===== src/rtl/core/orb_pkg.sv =====
`default_nettype none
// ============================================================================
// orb_pkg: shared types and codes for the offset reassembly buffer
// Payload structs, operation and slot status codes, controller interface.
// ============================================================================
package orb_pkg;

    localparam int STORE_BYTES_DEF = 65536;

    localparam int OFFSET_W   = 16;
    localparam int DATA_W     = 8;
    localparam int SPAN_W     = 17;
    localparam int CONFLICT_W = 24;

    localparam logic [1:0] OP_CLEAR = 2'd0;
    localparam logic [1:0] OP_WRITE = 2'd1;
    localparam logic [1:0] OP_READ  = 2'd2;

    localparam logic [1:0] ST_ABSENT = 2'd0;
    localparam logic [1:0] ST_CLEAN  = 2'd1;
    localparam logic [1:0] ST_UNCORR = 2'd2;

    localparam logic [CONFLICT_W-1:0] CONFLICT_MAX = '1;

    typedef struct packed {
        logic [1:0]          op;
        logic [OFFSET_W-1:0] byte_offset;
        logic [DATA_W-1:0]   write_data;
        logic                clean;
    } t_in_item;

    typedef struct packed {
        logic [DATA_W-1:0]     read_byte;
        logic                  byte_present;
        logic [SPAN_W-1:0]     span_bytes;
        logic [OFFSET_W-1:0]   lowest_offset;
        logic [CONFLICT_W-1:0] conflict_count;
    } t_out_item;

    typedef struct packed {
        logic sweep;
        logic capture;
        logic exec;
    } t_ctl_cmd;

    typedef struct packed {
        logic sweep_last;
        logic op_clear;
    } t_ctl_stat;

endpackage
`default_nettype wire


===== src/rtl/core/orb_ctrl.sv =====
`default_nettype none
// ============================================================================
// orb_ctrl: sequencing for the offset reassembly buffer
// Steps each transaction through capture and execute, and runs the status
// clearing sweep after reset and after a clear operation.
// ============================================================================
module orb_ctrl
    import orb_pkg::*;
(
    input  wire logic      i_clk,
    input  wire logic      i_rst_n,
    input  wire logic      i_start,
    input  wire t_ctl_stat i_stat,
    output t_ctl_cmd       o_cmd,
    output logic           o_busy
);

    typedef enum logic [1:0] {
        S_SWEEP,
        S_IDLE,
        S_EXEC
    } t_state;

    t_state r_state;
    t_state n_state;

    always_comb begin
        n_state = r_state;
        case (r_state)
            S_SWEEP: begin
                if (i_stat.sweep_last) begin
                    n_state = S_IDLE;
                end
            end
            S_IDLE: begin
                if (i_start) begin
                    n_state = S_EXEC;
                end
            end
            S_EXEC: begin
                n_state = i_stat.op_clear ? S_SWEEP : S_IDLE;
            end
            default: begin
                n_state = S_SWEEP;
            end
        endcase
    end

    always_ff @(posedge i_clk) begin
        if (!i_rst_n) begin
            r_state <= S_SWEEP;
        end else begin
            r_state <= n_state;
        end
    end

    assign o_cmd.sweep   = (r_state == S_SWEEP);
    assign o_cmd.capture = (r_state == S_IDLE) && i_start;
    assign o_cmd.exec    = (r_state == S_EXEC);
    assign o_busy        = (r_state != S_IDLE);

endmodule
`default_nettype wire


===== config.mk =====
export PLATFORM = sky130hd
export DESIGN_NAME = orb_ctrl
export DESIGN_NICKNAME = d
export VERILOG_FILES = /design/src/rtl/core/orb_pkg.sv /design/src/rtl/core/orb_ctrl.sv
export SDC_FILE = /design/constraint.sdc
export NUM_CORES = 1
export LEC_CHECK = 0
export ABC_AREA = 1
export BUFFER_PORTS_ARGS = -buffer_cell sky130_fd_sc_hd__buf_4
export CELL_PAD_IN_SITES_DETAIL_PLACEMENT = 0
export CELL_PAD_IN_SITES_GLOBAL_PLACEMENT = 2
export CORE_AREA = 4 4 41 43
export CTS_CLUSTER_SIZE = 30
export DETAILED_ROUTE_END_ITERATION = 6
export DIE_AREA = 0 0 45 47
export PLACE_DENSITY = 0.42
export SLEW_MARGIN = 20
export SYNTH_ARGS = -nofsm -noshare
export SYNTH_HDL_FRONTEND = slang
export SYNTH_SLANG_ARGS = --single-unit
export TNS_END_PERCENT = 100

===== constraint.sdc =====
create_clock -name i_clk -period 1 [get_ports i_clk]
set_input_delay 0.15 -clock i_clk [delete_from_list [all_inputs] [get_ports i_clk]]
set_output_delay 0.15 -clock i_clk [all_outputs]
set_load 0.02 [all_outputs]

==> reports/qor.yml <==
setup_path:
  critPathCaptureType: "output pin"
  crit_arrival_ns: 0.91
  startpoint: "r_state[1]"
  crit_type: "flip-flop to output pin"
  startpoint_type: "flip-flop"
  r2r_cells: 5
  r2r-start: "r_state[0]"
  r2r_end: "r_state[0]"
  cp_max_fo: 3
  ff2ff_setup_slack_ns: 0.20
  cp_data_required_time_ns: 0.85
power:
  power.leakage_nw: 0.118
  max-vdd-ir-drop_uv: 294
  p_per_area_nw_per_um2: 1480
global_route:
  antenna_found_initial: 0
  grt_pass1_wl_um: 510
  grt_pass1_vias: 126
  grt_remaining_overflow: 0
  gr-usage-all-layers_pct: 4.10
  grt_max_degree: 6
hold_path:
  hold_start: "i_rst_n"
  min_path_type: "primary input to flip-flop"
  holdPathEnd: "r_state[0]"
  holdPathStages: 3
synth:
  synth_area_per_cell_um2: 6.70
  synth_cells: 17
  synth_area_um2: 114
  syn_nets: 22
  synth_seq_cells: 2
  synthDistinctLibCells: 8
  synth_seq_area_share_pct: 35.2
  ys_warn_count: 0
sta:
  fin_ws_ns: -0.0646
  fmax_ghz: 0.939
  rsz0062_at_grt: "yes"
  slew_violations: 0
  worstMarginPinSlew_ns: 0.169
  fin_crit_sh_pct: 106
  fin_crit_ns: 1.06
  report.final.hold_viol_count: 0
  setup_violations: 3
  worst_slew_margin_rel_pct: 88.7
  skew_ns: 0.00162
clock_network:
  clock_path_buffers: 2
  clk_latency_ns: 0.22
  clock-sinks: 2
  cts_tree: "yes"
  root_buffer: "clkbuf_4"
  htree_num_levels: 1
  cts_hold_buf: 0
  cts_buffers: 3
  path_clk_slew_ns: 0.03
drt:
  drt_wl_total_um: 343
  drt_iter0_drc: 4
  vias: 136
  ant_nets: 0
  drt-vias-per-instance: 3.16
  wire_per_inst_um: 7.98
  drtPass1Iterations: 2
  route.detailed.drc: 0
layout:
  top_register: "r_state"
  final_common_cell: "buf_4"
  final_area_um2: 240
  final_cell_mix: "buf_4, inv_1, nand3_1, clkbuf_4"
  num_antenna_cells: 0
  final_cells: 43
  nFillCells: 159
  top_regs: "r_state (2)"
  drive_gt1_share_pct: 64.3
  largest_reg_flops: 2
  area_delta_synth_final_pct: 111
  final_nets: 35
floorplanning:
  rows: 13
  core_um2: 1300
  die_h_um: 47
  io_pins: 9
  initial_utilization_pct: 8.75
  fp.dieW_um: 45
  die_area_um2: 2120
place:
  place_congestion: 0.623
  place.port_buffers: 8
  dp_hpwl_um: 249
  dp.cells: 40
  postPlaceCellArea_um2: 193
outcome:
  status: "finished, violations left"
  violations: "setup timing"
job:
  drv_cap: 0
-- logic make-up (layout without fill, tap and decap cells) --
logic type,after synthesis,in the layout,synth area share [%]
buffers and inverters,5,16,16.5
DFF,2,2,35.2
and+or+nand+nor,10,10,48.4
-- layer usage --
layer / part of all wire, % / GRT usage (%) / up-vias
met1: 50 / 4.98 / 51
met5: 0 / 0 / -
li1: - / - / 72
met4: 4.4 / 8.77 / 0
met3: 15 / 1.53 / 2
met2: 31 / 3.11 / 11
-- repair_timing --
item                                    CTS  global route
endpoints found under the setup margin    4             4
pin swaps                                 0             1
hold endpoints to repair                  0             0
gates cloned                              0             0
buffers inserted                          0             0
resized for setup                         4             5
-- power by group --
group / switching, mW / total, mW / internal, mW / leakage [nW]
clock network: 0.0460 / 0.178 / 0.132 / 0.0138
registers: 0.00783 / 0.0935 / 0.0857 / 0.0175
logic: 0.0417 / 0.0830 / 0.0413 / 0.0867
total: 0.0955 / 0.355 / 0.259 / 0.118
-- how the worst max path moves through the flow --
stage,end,cells after the start
final,o_cmd[1],4
after global routing,o_cmd[1],4
after CTS,o_cmd[1],4
after detailed placement,o_cmd[1],3
after global placement,o_cmd[1],3
after floorplan,o_cmd[1],2
-- area by class of cell --
| cell class | count | area (µm²) | share of cell area [%] |
|---|---|---|---|
| tap | 15 | 18.8 | 7.81 |
| multi-input combinational | 10 | 67.6 | 28.1 |
| inverter | 5 | 18.8 | 7.81 |
| sequential | 2 | 45.0 | 18.8 |
| clock buffer | 3 | 22.5 | 9.38 |
| timing repair buffer | 8 | 67.6 | 28.1 |
-- critical path: stages, from the launching register on --
cell	delay [ns]
dfxtp_2	0.32
inv_2	0.08
nand2_4	0.07
nor2_4	0.10
buf_6	0.12
-- through the flow --
stage | hold WS [ns] | total power [mW] | setup WS [ns] | setup TNS [ns] | utilization (%)
3_3_place_gp | 0.347 | 0.165 | 0.0887 | 0 | 14.8
2_1_floorplan | 0.248 | 0.130 | 0.0131 | 0 | -
3_5_place_dp | 0.344 | 0.164 | 0.108 | 0 | 14.8
4_1_cts | 0.109 | 0.356 | -0.0728 | -0.0828 | 16.9
6_report | 0.118 | 0.355 | -0.0646 | -0.0713 | 18.5
5_1_grt | 0.114 | 0.381 | -0.108 | -0.229 | 18.5
-- cells in the mapped netlist, drive strengths merged --
library cell  instances  share of area, %
nor2                  3                12
nor3b                 1                11
nand2                 3                12
dfxtp                 2                35
inv                   5                16
nand3                 3                13
Power figures use the tool's default switching activity.
